===== src/rtl/ds3_pkg.sv =====
// ----------------------------------------------------------------------------
// ds3_pkg
// Shared constants and types of the 3-D seven-point stencil.
// ----------------------------------------------------------------------------
package ds3_pkg;

  localparam int unsigned MaxRowLenDef = 256;
  localparam int unsigned MaxRowsDef   = 256;

  localparam int unsigned DataW = 32;
  localparam int unsigned ProdW = 52;  // signed, holds +-2^50

  localparam logic [31:0] CoefRst = 32'd6554;
  localparam logic [8:0]  SizeXYRst = 9'd256;
  localparam logic [15:0] SizeZRst  = 16'd256;

  typedef enum logic [2:0] {
    CFG_VISC   = 3'd0,
    CFG_COEF_X = 3'd1,
    CFG_COEF_Y = 3'd2,
    CFG_COEF_Z = 3'd3,
    CFG_SIZE_X = 3'd4,
    CFG_SIZE_Y = 3'd5,
    CFG_SIZE_Z = 3'd6
  } cfg_reg_e;

  // Per-item flags from the position tracker
  typedef struct packed {
    logic emit;
    logic inter;
  } pos_flags_t;

  // Sideband traveling with an item down the pipe
  typedef struct packed {
    logic              inter;
    logic signed [31:0] tend;
  } side_t;

endpackage


===== src/rtl/ds3_mulq.sv =====
// ----------------------------------------------------------------------------
// ds3_mulq
// floor(s * c / 2^16) with magnitude clip, four register stages.
// ----------------------------------------------------------------------------
module ds3_mulq import ds3_pkg::*; #(
  parameter int unsigned IW = 35,
  localparam int unsigned HW = IW - 32
) (
  input  logic                    clk_i,
  input  logic                    en_i,
  input  logic signed [IW-1:0]    s_i,
  input  logic [31:0]             c_i,
  output logic signed [ProdW-1:0] p_o
);

  logic [IW-1:0]    m_a;
  logic             neg_a, neg_b, neg_c;
  logic [31:0]      c_a;
  logic [63:0]      lo_b;
  logic [HW+31:0]   hi_b;
  logic [50:0]      q_c;
  logic [48:0]      q;
  logic             inc, clip;

  always_comb begin
    inc  = neg_b && (lo_b[15:0] != 16'd0);
    clip = |hi_b[HW+31:32];
    q = 49'({hi_b[31:0], 16'd0}) + 49'(lo_b[63:16]) + 49'(inc);
  end

  always_ff @(posedge clk_i) begin
    if (en_i) begin
      neg_a <= s_i[IW-1];
      m_a   <= s_i[IW-1] ? IW'(-s_i) : IW'(s_i);
      c_a   <= c_i;
      neg_b <= neg_a;
      lo_b  <= 64'(m_a[31:0]) * 64'(c_a);
      hi_b  <= (HW+32)'(m_a[IW-1:32]) * (HW+32)'(c_a);
      neg_c <= neg_b;
      q_c   <= clip ? (51'd1 << 50) : 51'(q);
      p_o   <= neg_c ? -$signed({1'b0, q_c}) : $signed({1'b0, q_c});
    end
  end

endmodule


===== config.mk =====
export PLATFORM = sky130hd
export DESIGN_NAME = ds3_mulq
export DESIGN_NICKNAME = d
export VERILOG_FILES = /design/src/rtl/ds3_pkg.sv /design/src/rtl/ds3_mulq.sv
export SDC_FILE = /design/constraint.sdc
export NUM_CORES = 2
export LEC_CHECK = 0
export ABC_CLOCK_PERIOD_IN_PS = 7500
export CORE_MARGIN = 2
export CORE_UTILIZATION = 35
export DETAILED_ROUTE_END_ITERATION = 6
export DONT_BUFFER_PORTS = 1
export MAX_ROUTING_LAYER = met4
export SLEW_MARGIN = 0
export SYNTH_ARGS = -nofsm -noshare
export SYNTH_HDL_FRONTEND = slang
export SYNTH_SLANG_ARGS = --single-unit

===== constraint.sdc =====
create_clock -name clk_i -period 7.5 [get_ports clk_i]
set_clock_uncertainty 0.1 [all_clocks]
set_input_delay 0.375 -clock clk_i [delete_from_list [all_inputs] [get_ports clk_i]]
set_output_delay 0.375 -clock clk_i [all_outputs]
set_load 0.01 [all_outputs]

==> impl_summary.log <==
INFO  metric outcome = complete, but fails checks
INFO  metric failing_checks = negative setup slack
INFO  metric io_buf_count = 0
INFO  metric setup_slack = -0.156 ns
INFO  metric timing.setup.critical_path_class = flop to flop
INFO  metric worst_r2r_startpoint = c_a[14]
INFO  metric tightest_slew = 1.13 ns
INFO  metric util_after_layout = 42.0%
INFO  metric synth_top_area_share = 38.4%
INFO  metric critPathLaunchType = flop
INFO  metric hold_class = primary input to flop
INFO  metric clk_path_buf_depth = 3
INFO  metric design.core.area = 137000 um^2
INFO  metric crit_path_frequent_cell = sky130_fd_sc_hd__fa_1
INFO  metric worst-r2r-setup-slack = -0.16 ns
INFO  metric clock_latency = 0.64 ns
INFO  metric synth_nets = 6331
INFO  metric cp_top_family = adder cells
INFO  metric floorplan.die.width = 375 um
INFO  metric tritoncts_clock_tree = built
INFO  metric wire_length_reported_by_the_detailed_router = 132000 um
INFO  metric worst_hold_path.endpoint = m_a[22]
INFO  metric synthFlopType = sky130_fd_sc_hd__edfxtp_1
INFO  metric share_of_the_clock_period_used_by_the_worst_path = 102%
INFO  metric grt.met1_usage = 26.9%
INFO  metric critical-path-slowest-cell = sky130_fd_sc_hd__fa_1
INFO  metric netlist_top_cells_count = 961 x sky130_fd_sc_hd__inv_1, 927 x sky130_fd_sc_hd__fa_1, 625 x sky130_fd_sc_hd__nand2_1
INFO  metric gr-usage-met3 = 2.46%
INFO  metric timing.critical_path.fanout_max = 8
INFO  metric ios = 121
INFO  metric grt_start_max_net_pins = 216
INFO  metric final_hold_viol_count = 0
INFO  metric number_of_iterations_in_the_first_detailed_routing_pass = 5
INFO  metric die_area = 141000 um^2
INFO  metric worstHoldPathCells = 1
INFO  metric synth-seq-cells = 271
INFO  metric hpwl = 105000 um
INFO  metric root_buffer = sky130_fd_sc_hd__clkbuf_16
INFO  metric period_needed = 7.66 ns
INFO  metric die_h = 375 um
INFO  metric clk_pin_slew_worst_paths = 0.06 ns
INFO  metric place_congestion = 0.885
INFO  metric drt-vias-per-instance = 4.92
INFO  metric worst_ep_required_time = 7.77 ns
INFO  metric cp_num_buf_inv = 8
INFO  metric initial_cell_density_of_the_core = 35.2%
INFO  metric drt_drc_violations_left = 0
INFO  metric slew-limit-headroom = 24.7%
INFO  metric std_cell_rows = 136
INFO  metric synth-edff-count = 271
INFO  metric worst_ep_arrival_time = 7.93 ns
INFO  metric grt_usage = 19.7%
INFO  metric detail-route-antenna-nets = 0
INFO  metric synth_async_sr_flop_share = 0%
INFO  metric maximum_frequency_from_static_timing_analysis = 131 MHz
INFO  metric grt_pass1_wl = 213000 um
INFO  metric worst_setup_path_startpoint = c_a[14]
INFO  metric cell_with_the_most_instances_after_synthesis = sky130_fd_sc_hd__inv_1
INFO  metric grt_overflow = 0
INFO  metric nNetsFinal = 6652
INFO  metric cp-end-kind = flop
INFO  metric peak_per_stage_delay_on_the_critical_path = 0.57 ns
INFO  metric wire_per_inst = 18.5 um
INFO  metric rr_worst_depth = 27
INFO  metric post_synthesis_cell_area = 48300 um^2
INFO  metric grt_pass1_vias = 37.8k
INFO  metric synth_largest_area_cell = sky130_fd_sc_hd__fa_1
INFO  metric synthTopCellsByArea = sky130_fd_sc_hd__fa_1 38%, sky130_fd_sc_hd__edfxtp_1 17%, sky130_fd_sc_hd__ha_1 8.6%, sky130_fd_sc_hd__and2_1 7.9%, sky130_fd_sc_hd__inv_1 7.5%
INFO  metric avgSynthCellArea = 9.65 um^2
INFO  metric grt.met2_usage = 31.5%
INFO  metric timing.rr.end = lo_b[61]
INFO  metric maxCapViolations = 0
INFO  metric area.growth.synth_to_final = 19.4%
INFO  metric timing.final.max_slew_violations = 0
INFO  metric worst_min_path_start = s_i[22]
INFO  metric htree_levels = 2
INFO  metric unrepaired_setup_endpoints_after_global_routing = true
INFO  metric finalSetupTns = -0.988 ns
INFO  metric finalSetupViolations = 12
INFO  metric synth_seq_area_share = 16.9%
INFO  metric detailroute.via_count = 35.2k
INFO  metric post_synth_inst_count = 5002
INFO  metric drt_iter0_markers = 2022
INFO  metric post_route_cells_drive_above_1_share = 15.6%
INFO  metric yosysUniqueCellTypes = 69
INFO  metric synth.yosys.warnings = 0
INFO  metric cts-buffers-inserted = 40
INFO  metric antenna_found_initial = 5
INFO  metric clock_sinks = 271
INFO  metric globalRoute.busiestLayer = met2
## stage by stage
step	area [um^2]	cells	setup WS [ns]	hold slack (ns)
2_1_floorplan	48300	5002	0.0287	0.300
3_3_place_gp	53200	6923	-0.700	0.309
3_5_place_dp	53200	6923	-0.781	0.330
4_1_cts	56400	7105	-0.243	0.0000194
5_1_grt	57600	7151	-0.332	0.000251
6_report	57600	7152	-0.156	0.0177
## layer usage
layer	vias up	wire length [um]	share of wire, %
li1	16100	-	-
met5	-	0	0
met1	18000	59900	45
met3	154	7580	5.7
met2	964	62000	47
met4	0	2870	2.2
## cell usage in the layout (no fill, tap or decap), types with 10 or more instances in the layout
master / n
sky130_fd_sc_hd__inv_1: 927
sky130_fd_sc_hd__fa_1: 856
sky130_fd_sc_hd__nand2_1: 609
sky130_fd_sc_hd__and2_1: 571
sky130_fd_sc_hd__buf_4: 341
sky130_fd_sc_hd__ha_1: 305
sky130_fd_sc_hd__edfxtp_1: 271
sky130_fd_sc_hd__xnor2_1: 140
sky130_fd_sc_hd__a21oi_1: 125
sky130_fd_sc_hd__nor2_1: 109
sky130_fd_sc_hd__o21ai_0: 88
sky130_fd_sc_hd__buf_12: 74
sky130_fd_sc_hd__fa_2: 71
sky130_fd_sc_hd__dlygate4sd3_1: 66
sky130_fd_sc_hd__a21o_1: 62
sky130_fd_sc_hd__xor2_1: 59
sky130_fd_sc_hd__buf_6: 46
sky130_fd_sc_hd__clkbuf_16: 44
sky130_fd_sc_hd__and2_4: 36
sky130_fd_sc_hd__nand3_1: 35
sky130_fd_sc_hd__inv_2: 34
sky130_fd_sc_hd__o31ai_1: 33
sky130_fd_sc_hd__nand4_1: 29
sky130_fd_sc_hd__ha_4: 27
sky130_fd_sc_hd__nor3_1: 22
sky130_fd_sc_hd__a31oi_1: 18
sky130_fd_sc_hd__or3_1: 17
sky130_fd_sc_hd__a21oi_2: 16
sky130_fd_sc_hd__nor2b_1: 15
sky130_fd_sc_hd__nand2_2: 14
sky130_fd_sc_hd__a211oi_1: 13
sky130_fd_sc_hd__o21ai_1: 13
sky130_fd_sc_hd__o21bai_1: 13
sky130_fd_sc_hd__nand2b_1: 13
sky130_fd_sc_hd__nor4_1: 11
sky130_fd_sc_hd__o41ai_1: 11
sky130_fd_sc_hd__o211ai_1: 10
## sequential cells by signal (all words and copies together) (netlist names)
signal and count:
neg_b 1, lo_b 64, c_a 32, q_c 50, neg_a 1, p_o 52, m_a 35, neg_c 1
hi_b 35
## what timing repair did
action / CTS / global route
cloned: 3 / 4
buffers inserted: 40 / 43
pin swaps: 103 / 187
endpoints found under the hold margin: 116 / 0
resized for setup: 156 / 238
endpoints found under the setup margin: 30 / 34
hold buffers: 68 / 0
## how the worst max path moves through the flow
stage                to  slack [ns]  cells past startpoint
3_5_place_dp   lo_b[60]       -0.78                     27
2_1_floorplan  lo_b[62]        0.03                     25
6_report       lo_b[61]       -0.16                     27
5_1_grt        lo_b[60]       -0.33                     25
3_3_place_gp   lo_b[60]       -0.70                     27
4_1_cts        lo_b[61]       -0.24                     25
## worst register-to-register path, stage by stage, from the launching register on
cell and delay [ns]:
sky130_fd_sc_hd__edfxtp_1 0.43, sky130_fd_sc_hd__buf_12 0.17, sky130_fd_sc_hd__buf_8 0.14, sky130_fd_sc_hd__and2_4 0.16
sky130_fd_sc_hd__fa_1 0.47, sky130_fd_sc_hd__fa_1 0.54, sky130_fd_sc_hd__inv_2 0.04, sky130_fd_sc_hd__fa_1 0.47
sky130_fd_sc_hd__fa_1 0.57, sky130_fd_sc_hd__inv_2 0.04, sky130_fd_sc_hd__fa_1 0.57, sky130_fd_sc_hd__fa_1 0.46
sky130_fd_sc_hd__fa_1 0.52, sky130_fd_sc_hd__inv_2 0.04, sky130_fd_sc_hd__fa_1 0.49, sky130_fd_sc_hd__inv_2 0.05
sky130_fd_sc_hd__ha_4 0.21, sky130_fd_sc_hd__buf_6 0.12, sky130_fd_sc_hd__and2_4 0.14, sky130_fd_sc_hd__buf_6 0.12
sky130_fd_sc_hd__nand3_4 0.08, sky130_fd_sc_hd__nor2_2 0.04, sky130_fd_sc_hd__a221o_1 0.36, sky130_fd_sc_hd__a211oi_4 0.35
sky130_fd_sc_hd__o31a_1 0.28, sky130_fd_sc_hd__nor3_4 0.07, sky130_fd_sc_hd__a41o_1 0.20, sky130_fd_sc_hd__xor2_1 0.14
## layout make-up
class	instances	area [um^2]
Inverter	961	3610
Clock buffer	44	1020
Sequential cell	271	8140
Clock inverter	29	297
Fill cell	13200	79500
Tap cell	1794	2240
Timing Repair Buffer	540	5480
Antenna cell	4	10.0
Multi-Input combinational cell	3509	36800
## cell families after synthesis
| logic type | count (synthesis) | share of synthesized area [%] |
|---|---|---|
| and+or+nand+nor | 1549 | 16.2 |
| buffers and inverters | 1222 | 9.51 |
| AOI/OAI and AO/OA | 487 | 6.46 |
| DFF | 271 | 16.9 |
| muxes | 1 | 0.0207 |
| adders and majority gates | 1260 | 47.1 |
| xor gates and xnor gates | 212 | 3.85 |
Power is left out: the tool's default activity adds up to more than one toggle a clock period on the data nets, which glitch-free logic cannot reach.
