[src/rtl/ds3_pkg.sv]
// ----------------------------------------------------------------------------
// ds3_pkg
// Shared constants and types of the 3-D seven-point stencil.
// ----------------------------------------------------------------------------
package ds3_pkg;

  localparam int unsigned MaxRowLenDef = 256;
  localparam int unsigned MaxRowsDef   = 256;

  localparam int unsigned DataW = 32;
  localparam int unsigned ProdW = 52;  // signed, holds +-2^50

  localparam logic [31:0] CoefRst = 32'd6554;
  localparam logic [8:0]  SizeXYRst = 9'd256;
  localparam logic [15:0] SizeZRst  = 16'd256;

  typedef enum logic [2:0] {
    CFG_VISC   = 3'd0,
    CFG_COEF_X = 3'd1,
    CFG_COEF_Y = 3'd2,
    CFG_COEF_Z = 3'd3,
    CFG_SIZE_X = 3'd4,
    CFG_SIZE_Y = 3'd5,
    CFG_SIZE_Z = 3'd6
  } cfg_reg_e;

  // Per-item flags from the position tracker
  typedef struct packed {
    logic emit;
    logic inter;
  } pos_flags_t;

  // Sideband traveling with an item down the pipe
  typedef struct packed {
    logic              inter;
    logic signed [31:0] tend;
  } side_t;

endpackage

[src/rtl/ds3_pos.sv]
// ----------------------------------------------------------------------------
// ds3_pos
// Raster position counters, interior test and window addresses.
// ----------------------------------------------------------------------------
module ds3_pos import ds3_pkg::*; #(
  parameter int unsigned MAX_ROW_LEN = MaxRowLenDef,
  parameter int unsigned MAX_ROWS    = MaxRowsDef,
  localparam int unsigned XW = $clog2(MAX_ROW_LEN),
  localparam int unsigned YW = $clog2(MAX_ROWS),
  localparam int unsigned AW = 1 + XW + YW
) (
  input  logic          clk_i,
  input  logic          rst_ni,
  input  logic          acc_i,
  input  logic [8:0]    size_x_i,
  input  logic [8:0]    size_y_i,
  input  logic [15:0]   size_z_i,
  output pos_flags_t    flags_o,
  output logic [AW-1:0] wr_addr_o,
  output logic [AW-1:0] a_c_o,
  output logic [AW-1:0] a_xp_o,
  output logic [AW-1:0] a_xm_o,
  output logic [AW-1:0] a_yp_o,
  output logic [AW-1:0] a_ym_o,
  output logic [AW-1:0] a_z_o
);

  logic [XW-1:0] col_q, col_d, x;
  logic [YW-1:0] row_q, row_d, y;
  logic [15:0]   pln_q, pln_d, k, k1;
  logic [XW:0]   sx, x1;
  logic [YW:0]   sy, y1;
  logic [15:0]   sz;
  logic          pc;

  always_comb begin
    if (size_x_i < 9'd3) sx = (XW+1)'(3);
    else if (32'(size_x_i) > MAX_ROW_LEN) sx = (XW+1)'(MAX_ROW_LEN);
    else sx = (XW+1)'(size_x_i);
    if (size_y_i < 9'd3) sy = (YW+1)'(3);
    else if (32'(size_y_i) > MAX_ROWS) sy = (YW+1)'(MAX_ROWS);
    else sy = (YW+1)'(size_y_i);
    sz = (size_z_i < 16'd3) ? 16'd3 : size_z_i;

    // positions beyond a shrunken size restart at zero
    x = ({1'b0, col_q} >= sx) ? '0 : col_q;
    y = ({1'b0, row_q} >= sy) ? '0 : row_q;
    k = (pln_q >= sz) ? '0 : pln_q;
    x1 = {1'b0, x} + (XW+1)'(1);
    y1 = {1'b0, y} + (YW+1)'(1);
    k1 = k + 16'd1;

    col_d = x; row_d = y; pln_d = k;
    if (x1 >= sx) begin
      col_d = '0;
      if (y1 >= sy) begin
        row_d = '0;
        pln_d = (k1 >= sz) ? '0 : k1;
      end else begin
        row_d = y1[YW-1:0];
      end
    end else begin
      col_d = x1[XW-1:0];
    end

    flags_o.emit  = (k != 16'd0);
    flags_o.inter = (k >= 16'd2) && (x != '0) && (x1 < sx) && (y != '0) && (y1 < sy);

    pc = ~k[0];
    wr_addr_o = {k[0], y, x};
    a_z_o     = {k[0], y, x};
    a_c_o     = {pc, y, x};
    a_xp_o    = {pc, y, x1[XW-1:0]};
    a_xm_o    = {pc, y, x - XW'(1)};
    a_yp_o    = {pc, y1[YW-1:0], x};
    a_ym_o    = {pc, y - YW'(1), x};
  end

  always_ff @(posedge clk_i or negedge rst_ni) begin
    if (!rst_ni) begin
      col_q <= '0;
      row_q <= '0;
      pln_q <= '0;
    end else if (acc_i) begin
      col_q <= col_d;
      row_q <= row_d;
      pln_q <= pln_d;
    end
  end

endmodule

[config.mk]
export PLATFORM = sky130hd
export DESIGN_NAME = ds3_pos
export DESIGN_NICKNAME = d
export VERILOG_FILES = /design/src/rtl/ds3_pkg.sv /design/src/rtl/ds3_pos.sv
export SDC_FILE = /design/constraint.sdc
export NUM_CORES = 1
export LEC_CHECK = 0
export BUFFER_PORTS_ARGS = -buffer_cell sky130_fd_sc_hd__buf_2
export CAP_MARGIN = 20
export CORE_AREA = 2 2 91 110
export DETAILED_ROUTE_END_ITERATION = 8
export DIE_AREA = 0 0 93 112
export GPL_TIMING_DRIVEN = 0
export PLACE_DENSITY = 0.8
export SLEW_MARGIN = 0
export SYNTH_ARGS = -nofsm -noshare
export SYNTH_HDL_FRONTEND = slang
export SYNTH_SLANG_ARGS = --single-unit
[constraint.sdc]
create_clock -name clk_i -period 8.5 [get_ports clk_i]
set_input_delay 1.7 -clock clk_i [delete_from_list [all_inputs] [get_ports clk_i]]
set_output_delay 1.7 -clock clk_i [all_outputs]
set_load 0.005 [all_outputs]
==> results of run 1 <==
## stage by stage
stage,hold slack (ns),total power [µW],instance area (µm²)
after floorplan,0.4988,943.2,4838
after global placement,0.5372,1326,5778
after detailed placement,0.5569,1357,5778
after CTS,0.5695,1553,5937
after global routing,0.5857,1694,5995
final,0.5665,1557,5995
## synthesized netlist by cell type, types with 3 or more instances
master	n
ha_1	74
buf_4	73
nand2_1	64
nor2_1	60
inv_1	44
dfrtp_1	32
o21ai_0	28
xnor2_1	27
a21oi_1	22
nor3_1	18
clkbuf_1	13
nand3_1	13
and3_1	11
a32o_2	10
nand4_1	8
nor4_1	8
xor2_1	8
a21o_1	7
nor2b_1	7
and2_1	6
nand2b_1	6
o32ai_1	6
a211oi_1	5
o211ai_1	5
o21a_1	5
o21ai_1	5
a31oi_1	4
o31ai_1	4
or3_1	4
a41oi_1	3
o2bb2ai_1	3
or2_2	3
or4_1	3
## flip-flops by register name, indices dropped and copies added (netlist names)
signal / cells
row_q: 8
col_q: 8
pln_q: 16
## layout make-up
type                       instances  area, µm²  area share [%]
multi-input combinational        455       3253           54.27
tap                              123      153.9           2.567
sequential                        32      800.8           13.36
clock buffer                       8      146.4           2.442
inverter                          46      172.7           2.880
timing repair buffer             158      793.3           13.23
buffer                            92      674.4           11.25
## cell families (layout without fill, tap and decap cells)
family          after synthesis  in the layout  synth area share (%)
compound gates              127            127                 18.96
mux                           2              2                0.4138
buf+inv                     138            304                 17.43
fa+ha+maj                    74             74                 19.14
flops                        32             32                 16.55
xor+xnor                     35             35                 6.336
simple gates                217            217                 21.18
## worst max path at each step
stage	startpoint	end	slack, ns
4_1_cts	size_x_i[2]	flags_o[0]	0.02
3_5_place_dp	size_y_i[7]	flags_o[0]	-0.40
2_1_floorplan	size_y_i[7]	flags_o[0]	0.83
5_1_grt	size_y_i[7]	flags_o[0]	0.009
3_3_place_gp	size_y_i[7]	flags_o[0]	-0.26
6_report	size_y_i[7]	flags_o[0]	0.27
## where the power goes
group	total (µW)	leakage, µW	internal (µW)	switching (µW)
clock network	182	0.0000712	117	65.2
registers	238	0.000430	181	56.6
logic	1140	0.00290	559	578
total	1560	0.00341	857	700
## worst max-delay path, cell delays in order
cell	delay (ns)
buf_2	0.10
or4_1	0.55
nor3_2	0.16
nor2_1	0.06
nor2_1	0.16
ha_1	0.14
nand2b_1	0.10
a211oi_1	0.06
or3_1	0.37
a311o_1	0.42
clkbuf_4	0.22
nand2_2	0.14
inv_2	0.09
ha_1	0.25
and3_1	0.23
and3_2	0.27
and3_1	0.20
ha_1	0.36
a21oi_4	0.20
nand4_1	0.13
a2111oi_2	0.42
buf_2	0.19
## per-layer routing
metal  GRT usage, %  vias up  part of all wire, %  wire length [µm]
met1          30.28     2303                   40              5389
li1               -     2472                    -                 -
met5              0        -                    0                 0
met4          7.353        0                  2.0               273
met2          47.54      153                   53              7167
met3          3.383       24                  4.7               639
## timing repair
item	4_1_cts	5_1_grt
pin swaps	0	2
gates resized for setup	5	15
endpoints found under the setup margin	1	1
setup buffers	0	1
==> impl_results.md, run 1 <==
- Run status: finished, final reports clean
- Maximum fanout along the worst path: 10
- Avg Cell Area, Syn: around 7.7 µm²
- Ys flop type: dfrtp_1
- Via density: 5.418
- Post-synth EDFFs: 0
- Final clock skew: between 0.003 and 0.004 ns
- Area contributors post-synth: ha_1, dfrtp_1, buf_4
- Arr. time, crit path: 6.53 ns
- Ant diodes: 0
- Largest area contributor in the netlist: ha_1
- HP Class: reg -> reg
- DRT antenna net count: 0
- DP Cell Count: 905
- Setup TNS: 0 ns
- Fin nets: 901
- Asr flop ratio synth: 100.0%
- Most frequent cells in the layout: buf_2, buf_4, ha_1
- Syn Nets: roughly 740
- Req. time, crit path: 6.80 ns
- Max_cap viols: 0
- Synth-to-layout area growth: 23.89%
- Rel. slew slack: a little under half
- Max Clock Freq: 121.5 MHz
- I/O pin cnt: 158
- Clk pin slew, worst setup/hold paths: 0.05 ns
- RR Startpoint: pln_q[0]
- Hold endpoint: pln_q[1]
- Total gr overflow: 0
- Vias: about 5000
- Endpoints failing setup: 0
- Post-synth cell types: 62
- Clock Latency Late Sink: 0.28 ns
- CTS tree: done
- Pre-CTS setup slack: -0.3972 ns
- DRT iter0 DRCs: 184
- Period minus WS final: 8.229 ns
- Slew Viols, Final: 0
- RSZ-0062 raised after global routing: no
- Setup crit end kind: primary output
- CTS max path bufs: 2
- Yosys reg bits: 32
- # H-tree levels: 2
- CTS hold repair buffers: 0
- Most common cell after layout, fill and taps aside: buf_2
- Post-Route WL: 13470 µm
- Core area: 9369 µm²
- Fin crit share: 96.81%
- Largest net degree at the start of global routing: 33
- Synth Warn #: 0
- CP Class: in -> out
- Vias in the first global route: 4677
- PwrDens: ~260 nW/µm²
- Final hold violations: 0
- Drt wl/cell: 14.74 µm
- Die Span X: ~93 µm
- R2R Setup Slk: 2.46 ns
- CTS sink cnt: 32
- CP startpoint kind: input pin
- Gr usage total: about a quarter
- Pleak: 0.003406 µW
- PortBufs: 157
- Synth top area share: 19.14%
- Hold path depth: 1
- Slew @ Worst Pin: 0.8116 ns
- First-pass GRT wire length: about 22000 µm
- Final worst slack: ~0.27 ns
- Worst vdd ir: 0.1300 mV
- Die area: 10420 µm²
- Clock Tree Root: clkbuf_16
- Fin util: 63.98%
- Initial core utilization: 51.64%
- CTS Buf Count: 5
- DRC viols: 0
- Initial antenna violation count: 0
- Synth Cell Area: a little under 5000 µm²
- Post-route insts no fill: 914
- # fillers: about 900
- Die Span Y: 112 µm
- RR Endpoint: pln_q[7]
- HPWL after DPL: 11120 µm
- Cells after Synth: 625
- Hold path start: pln_q[1]
- DRT Pass-1 Iters: 8
- R2r worst-path depth: 25
- Row count: 39
- Layout cells sized above 1: 35.27%
- Register area share after synthesis: 16.55%
- Gpl congestion: 0.8731
No activity file was read; power rests on OpenSTA's default activity.
==> run 2: changes to the inputs <==
--- a/config.mk
+++ b/config.mk
@@ -12,6 +12,7 @@
 export DIE_AREA = 0 0 93 112
 export GPL_TIMING_DRIVEN = 0
 export PLACE_DENSITY = 0.8
+export REMOVE_ABC_BUFFERS = 1
 export SLEW_MARGIN = 0
 export SYNTH_ARGS = -nofsm -noshare
 export SYNTH_HDL_FRONTEND = slang
==> run 2 against run 1 <==
Net effect: critical path depth is the same; via count down 6.6%; die area did not move; clock skew up 0.0028 ns; routed wire length fell by 8.0%; count of clock-buffer cells in the layout fell by 2; first-iteration DRC count is 21% higher; sequential share of layout area grew 1.6 points; utilization decreased by 7.0 points; power decreased by 8.7%; worst setup slack better by 0.15 ns; final cell count fell by 9.6%; critical path type unchanged.
==> impl_results.md, run 2 (synthesized netlist as in run 1, its figures left out) <==
- Die area: 10420 µm² (unchanged)
- Hold path depth: 1 (unchanged)
- Hold path start: pln_q[0]
- PortBufs: 157 (unchanged)
- Vias in the first global route: 4314 (-7.8%)
- Initial core utilization: 51.64% (unchanged)
- # H-tree levels: 2 (unchanged)
- Fin nets: 813 (-9.8%)
- CP Class: in -> out
- Final non-filler cell area: 5340 µm² (-11%)
- CTS max path bufs: 2 (unchanged)
- CTS Buf Count: 5 (unchanged)
- Fin crit share: 95.03% (-1.8 points)
- Final hold violations: 0 (unchanged)
- Max_cap viols: 0 (unchanged)
- Overall power: 1422 µW (-8.7%)
- Max Clock Freq: 123.8 MHz (+1.9%)
- Synth-to-layout area growth: 10.37%
- Fin util: 57.00% (-7.0 points)
- RR Startpoint: pln_q[0]
- Largest registers: pln_q (16), col_q (8), row_q (8)
- Slew @ Worst Pin: 0.8943 ns (+0.08272 ns)
- Maximum fanout along the worst path: 15 (+5)
- Hold endpoint: pln_q[0]
- Clk pin slew, worst setup/hold paths: 0.06 ns (about the same)
- Total gr overflow: 0 (unchanged)
- Req. time, crit path: 6.80 ns (about the same)
- Most used cell, CP: ha_1
- Final clock skew: 0.006365 ns (+0.002830 ns)
- Final worst slack: 0.4223 ns (+0.1510 ns)
- RSZ-0062 raised after global routing: no
- Ant diodes: 0 (unchanged)
- Run status: finished, final reports clean
- Setup crit end kind: primary output
- Core area: 9369 µm² (unchanged)
- DRT antenna net count: 0 (unchanged)
- CTS tree: done
- CP startpoint kind: input pin
- Slowest stage delay, CP: 0.54 ns (about the same)
- Arr. time, crit path: 6.38 ns (-0.15 ns)
- Via density: 5.597 (+3.3%)
- Clock Latency Late Sink: 0.28 ns (about the same)
- Gpl congestion: 0.8880 (+1.7%)
- Worst vdd ir: 0.1261 mV (-3.0%)
- Crit path max-delay cell type: or4_1
- HP Class: reg -> reg
- Max reg flops: 16 (unchanged)
- Die Span X: 93 µm (unchanged)
- Pleak: 0.003000 µW (-12%)
- Period minus WS final: 8.078 ns (-0.1510 ns)
- Most common cell after layout, fill and taps aside: buf_2
- R2R Setup Slk: 2.75 ns (+0.29 ns)
- R2r worst-path depth: 24 (-4.0%)
- Row count: 39 (unchanged)
- First-pass GRT wire length: 20020 µm (-8.7%)
- PwrDens: 266.2 nW/µm² (+2.5%)
- DRT Pass-1 Iters: 5 (-3)
- Register with the most flip-flops: pln_q
- RR Endpoint: pln_q[12]
- Pre-CTS setup slack: -0.08856 ns (+0.3087 ns)
- I/O pin cnt: 158 (unchanged)
- Clock Tree Root: clkbuf_16
- Largest net degree at the start of global routing: 33 (unchanged)
- Vias: 4623 (-6.6%)
- Endpoints failing setup: 0 (unchanged)
- Layout cells sized above 1: 28.02% (-7.2 points)
- Post-Route WL: 12400 µm (-8.0%)
- CTS sink cnt: 32 (unchanged)
- HPWL after DPL: 9906 µm (-11%)
- Drt wl/cell: 15.01 µm (+1.9%)
- DRC viols: 0 (unchanged)
- Initial antenna violation count: 0 (unchanged)
- Dpl cell area: 5130 µm² (-11%)
- WHS: 0.5428 ns (-0.02366 ns)
- Most frequent cells in the layout: buf_2, ha_1, nand2_1
- Slew Viols, Final: 0 (unchanged)
- DRT iter0 DRCs: 223 (+21%)
- CP Cell Sequence: buf_2 > or4_1 > nor3_1 > o21ai_0 > ha_1 > a211oi_1 > or3_1 > a311o_2 > nand2_1 > inv_1 > ha_1 > and3_1 > xnor2_1 > nor2_1 > ha_1 > o21a_1 > nor2_1 > a21oi_2 > a21oi_1 > o22ai_1 > a2111oi_2 > buf_2
- Die Span Y: 112 µm (unchanged)
- Gr usage total: 22.93% (-2.6 points)
- Rel. slew slack: 38.84% (-6.6 points)
## run 2: what timing repair did
item,in CTS,in global routing
hold buffers,0,0
pin swaps,0,2
hold endpoints to repair,0,0
gates resized for setup,1,7
setup buffers,0,3
setup endpoints to repair,1,1
## run 2: stage by stage
| stage | TNS (ns) | instances |
|---|---|---|
| after global placement | -4.478 | 813 |
| after floorplan | 0 | 533 |
| after detailed placement | -0.08856 | 815 |
| after CTS | 0 | 823 |
| after global routing | 0 | 826 |
| final | 0 | 826 |
## run 2: power by group
group          internal, µW  leakage [µW]  switching (µW)
Sequential              181      0.000430            63.8
Clock                   138     0.0000808            66.8
Combinational           437       0.00249             535
Total                   756       0.00300             666
## run 2: critical path: cells and delay by family
family	cells	cell delay (ns)
adder cells (fa/ha/maj)	3	0.85
XOR/XNOR	1	0.13
AND/OR/NAND/NOR	7	1.81
buffers and inverters	3	0.40
AO/OA/AOI/OAI	8	1.48
## run 2: layout make-up
| class | count | area (µm²) |
|---|---|---|
| fillers | 894 | 4029 |
| multi-input cells | 455 | 3228 |
| repair buffers | 162 | 820.8 |
| flip-flops and latches | 32 | 800.8 |
| inverters | 46 | 172.7 |
| well taps | 123 | 153.9 |
| clock buffers | 6 | 128.9 |
| clock inverters | 2 | 35.03 |
## run 2: worst max-delay path by stage
stage / start / to / cells after the start / slack (ns)
3_3_place_gp: size_z_i[12] / pln_q[14] / 25 / -0.34
6_report: size_y_i[7] / flags_o[0] / 22 / 0.42
3_5_place_dp: size_x_i[2] / flags_o[0] / 25 / -0.09
4_1_cts: size_x_i[2] / flags_o[0] / 25 / 0.06
2_1_floorplan: size_x_i[2] / flags_o[0] / 23 / 0.78
5_1_grt: size_x_i[2] / flags_o[0] / 25 / 0.02
## run 2: routing by layer
metal,global-route usage (%),vias up,part of all wire (%)
met5,0,-,0
met1,29.01,2148,42
met2,41.64,166,52
met3,1.827,19,4.8
met4,5.980,0,1.5
li1,-,2290,-
==> run 3: changes to the inputs <==
--- a/config.mk
+++ b/config.mk
@@ -7,11 +7,11 @@
 export LEC_CHECK = 0
 export BUFFER_PORTS_ARGS = -buffer_cell sky130_fd_sc_hd__buf_2
 export CAP_MARGIN = 20
-export CORE_AREA = 2 2 91 110
+export CORE_AREA = 2 2 95 115
 export DETAILED_ROUTE_END_ITERATION = 8
-export DIE_AREA = 0 0 93 112
+export DIE_AREA = 0 0 97 117
 export GPL_TIMING_DRIVEN = 0
-export PLACE_DENSITY = 0.8
+export PLACE_DENSITY = 0.77
 export REMOVE_ABC_BUFFERS = 1
 export SLEW_MARGIN = 0
 export SYNTH_ARGS = -nofsm -noshare
==> constraint.sdc (replaced) <==
create_clock -name clk_i -period 7.2 [get_ports clk_i]
set_input_delay 1.44 -clock clk_i [delete_from_list [all_inputs] [get_ports clk_i]]
set_output_delay 1.44 -clock clk_i [all_outputs]
set_load 0.005 [all_outputs]
==> run 3 against run 2 <==
Net effect: largest cell class unchanged; clock power grew 26%; routed wire length grew 14%; hold slack gained 0.0097 ns; the run now ends with negative setup slack left; sequential power grew 20%; critical path depth grew 2; sequential cell count is the same; utilization grew 1.1 points.
==> impl_results.md, run 3 (synthesized netlist as in run 1, its figures left out) <==
- Core area: 10310 µm² (+10%)
- CTS tree: done
- Fin crit share: 100.4%
- Pleak: 0.003270 µW (+9.0%)
- Setup TNS: -0.02844 ns (-0.02844 ns)
- Layout cells sized above 1: 38.45% (+10 points)
- Vias in the first global route: 4663 (+8.1%)
- CTS Buf Count: 5 (unchanged)
- Fin util: 58.08% (+1.1 points)
- Most common cell after layout, fill and taps aside: buf_2
- Max_cap viols: 0 (unchanged)
- Final hold violations: 0 (unchanged)
- PwrDens: 312.8 nW/µm² (+17%)
- Clk pin slew, worst setup/hold paths: 0.05 ns (about the same)
- Req. time, crit path: 5.76 ns (-1.04 ns)
- Clock Tree Root: clkbuf_16
- Initial core utilization: 46.92% (-4.7 points)
- Endpoints failing setup: 1 (+1)
- Gr usage total: 23.40% (+0.48 points)
- Gpl congestion: 0.8903 (+0.26%)
- Failing checks: negative setup slack
- Ant diodes: 0 (unchanged)
- Period minus WS final: roughly 7.2 ns
- First-pass GRT wire length: 22360 µm (+12%)
- Maximum fanout along the worst path: 6 (-9)
- Final clock skew: 0.003879 ns (-0.002486 ns)
- RSZ-0062 raised after global routing: yes
- Via density: 5.690 (+1.7%)
- DRT iter0 DRCs: 212 (-4.9%)
- DRT antenna net count: 0 (unchanged)
- Rel. slew slack: 31.18% (-7.7 points)
- Run status: finished with violations
- Slew @ Worst Pin: 1.026 ns (+0.1318 ns)
- Register with the most flip-flops: pln_q
- Post-Route WL: 14120 µm (+14%)
- Die area: 11350 µm² (+9.0%)
- Die Span X: 97 µm (+4.3%)
- Met3 Resource Use GR: 2.316% (+0.49 points)
- Slew Viols, Final: 0 (unchanged)
- M2 GR Usage: 42.96% (+1.3 points)
- Total gr overflow: 0 (unchanged)
- Pre-CTS setup slack: -0.7755 ns (-0.6869 ns)
- PortBufs: 157 (unchanged)
- Clock Latency Late Sink: 0.27 ns (about the same)
- Largest registers: pln_q (16), col_q (8), row_q (8)
- Drt wl/cell: 16.08 µm (+7.1%)
- Synth-to-layout area growth: 23.77%
- CTS max path bufs: 2 (unchanged)
- Final worst slack: -0.02844 ns (-0.4508 ns)
- Arr. time, crit path: 5.79 ns (-0.59 ns)
- Setup crit end kind: primary output
- Initial antenna violation count: 0 (unchanged)
- Busiest grt layer: met2
- Max Clock Freq: 138.3 MHz
- Max reg flops: 16 (unchanged)
- Fin nets: 859 (+5.7%)
- CP Class: in -> out
- Row count: 41 (+5.1%)
- HP Class: reg -> reg
- Worst vdd ir: 0.1378 mV (+9.3%)
- Die Span Y: 117 µm (+4.5%)
- # H-tree levels: 2 (unchanged)
- Vias: 4996 (+8.1%)
- # fillers: 890 (-0.45%)
- CTS sink cnt: 32 (unchanged)
- I/O pin cnt: 158 (unchanged)
- HPWL after DPL: 10070 µm (+1.7%)
- DRC viols: 0 (unchanged)
- Most frequent cells in the layout: buf_2, ha_1, nand2_1
- CP startpoint kind: input pin
- GRT met1 Usage: 28.56% (-0.46 points)
- Largest net degree at the start of global routing: 33 (unchanged)
- WHS: 0.5525 ns (+0.009658 ns)
- DRT Pass-1 Iters: 5 (unchanged)
run 3: changes by cell type in the layout (fill, tap and decap cells not counted), sizes merged:
cell and change:
o31ai +1, clkbuf +1, clkinv -1, buf +45
run 3: area by class of cell:
cell class / count / area (µm²) / share of cell area (%)
inverters: 46 / 180.2 / 3.009
clock inverters: 1 / 30.03 / 0.5015
flip-flops and latches: 32 / 800.8 / 13.37
repair buffers: 207 / 1171 / 19.56
clock buffers: 7 / 152.6 / 2.549
multi-input cells: 456 / 3492 / 58.32
well taps: 129 / 161.4 / 2.695
run 3: layer usage:
layer / vias to the layer above / share of wire, %
met1: 2366 / 40
li1: 2391 / -
met5: - / 0
met2: 204 / 51
met4: 0 / 2.7
met3: 35 / 6.0
run 3: critical path: stages:
cell and delay [ns]:
buf_2 0.11, or4_4 0.54, nor3_4 0.14, nor2_1 0.08
nor2_2 0.12, ha_1 0.14, nand2b_1 0.12, a211oi_2 0.09
or3_4 0.39, a311o_2 0.39, nand2_2 0.10, inv_2 0.07
ha_4 0.17, and3_4 0.19, xnor2_2 0.13, nor2_1 0.17
ha_1 0.29, o21a_1 0.19, nor2_2 0.10, a21oi_2 0.06
a21oi_2 0.16, o22ai_2 0.09, a2111oi_2 0.34, buf_2 0.18
run 3: repair_timing:
action	CTS	global route
setup endpoints to repair	14	17
cloned	1	0
hold buffers	0	0
resized for setup	22	48
pin swaps	18	33
buffers inserted	39	13
run 3: worst paths after layout:
| kind | start | end | slack [ns] | depth (start not counted) |
|---|---|---|---|---|
| worst max-delay path | size_y_i[5] | flags_o[0] | -0.03 | 24 |
| worst min-delay path | pln_q[0] | pln_q[0] | 0.55 | 1 |
| worst max register to register | pln_q[9] | pln_q[10] | 1.68 | 22 |
| worst min register to register | pln_q[0] | pln_q[0] | 0.55 | 1 |
| max in group asynchronous | rst_ni | row_q[6] | 5.48 | 1 |
| min in group asynchronous | rst_ni | pln_q[12] | 1.23 | 1 |
run 3: metrics by stage:
| stage | power (µW) | instance area, µm² | cells |
|---|---|---|---|
| final | 1873 | 5988 | 878 |
| after global routing | 2020 | 5988 | 878 |
| after CTS | 1727 | 5692 | 868 |
| after detailed placement | 1402 | 5139 | 820 |
| after global placement | 1367 | 5115 | 819 |
| after floorplan | 929.4 | 4168 | 533 |
run 3: report_power, final:
group          total (µW)  switching [µW]  internal (µW)
clock network         259            76.7            182
logic                1320             708            613
registers             293            80.0            213
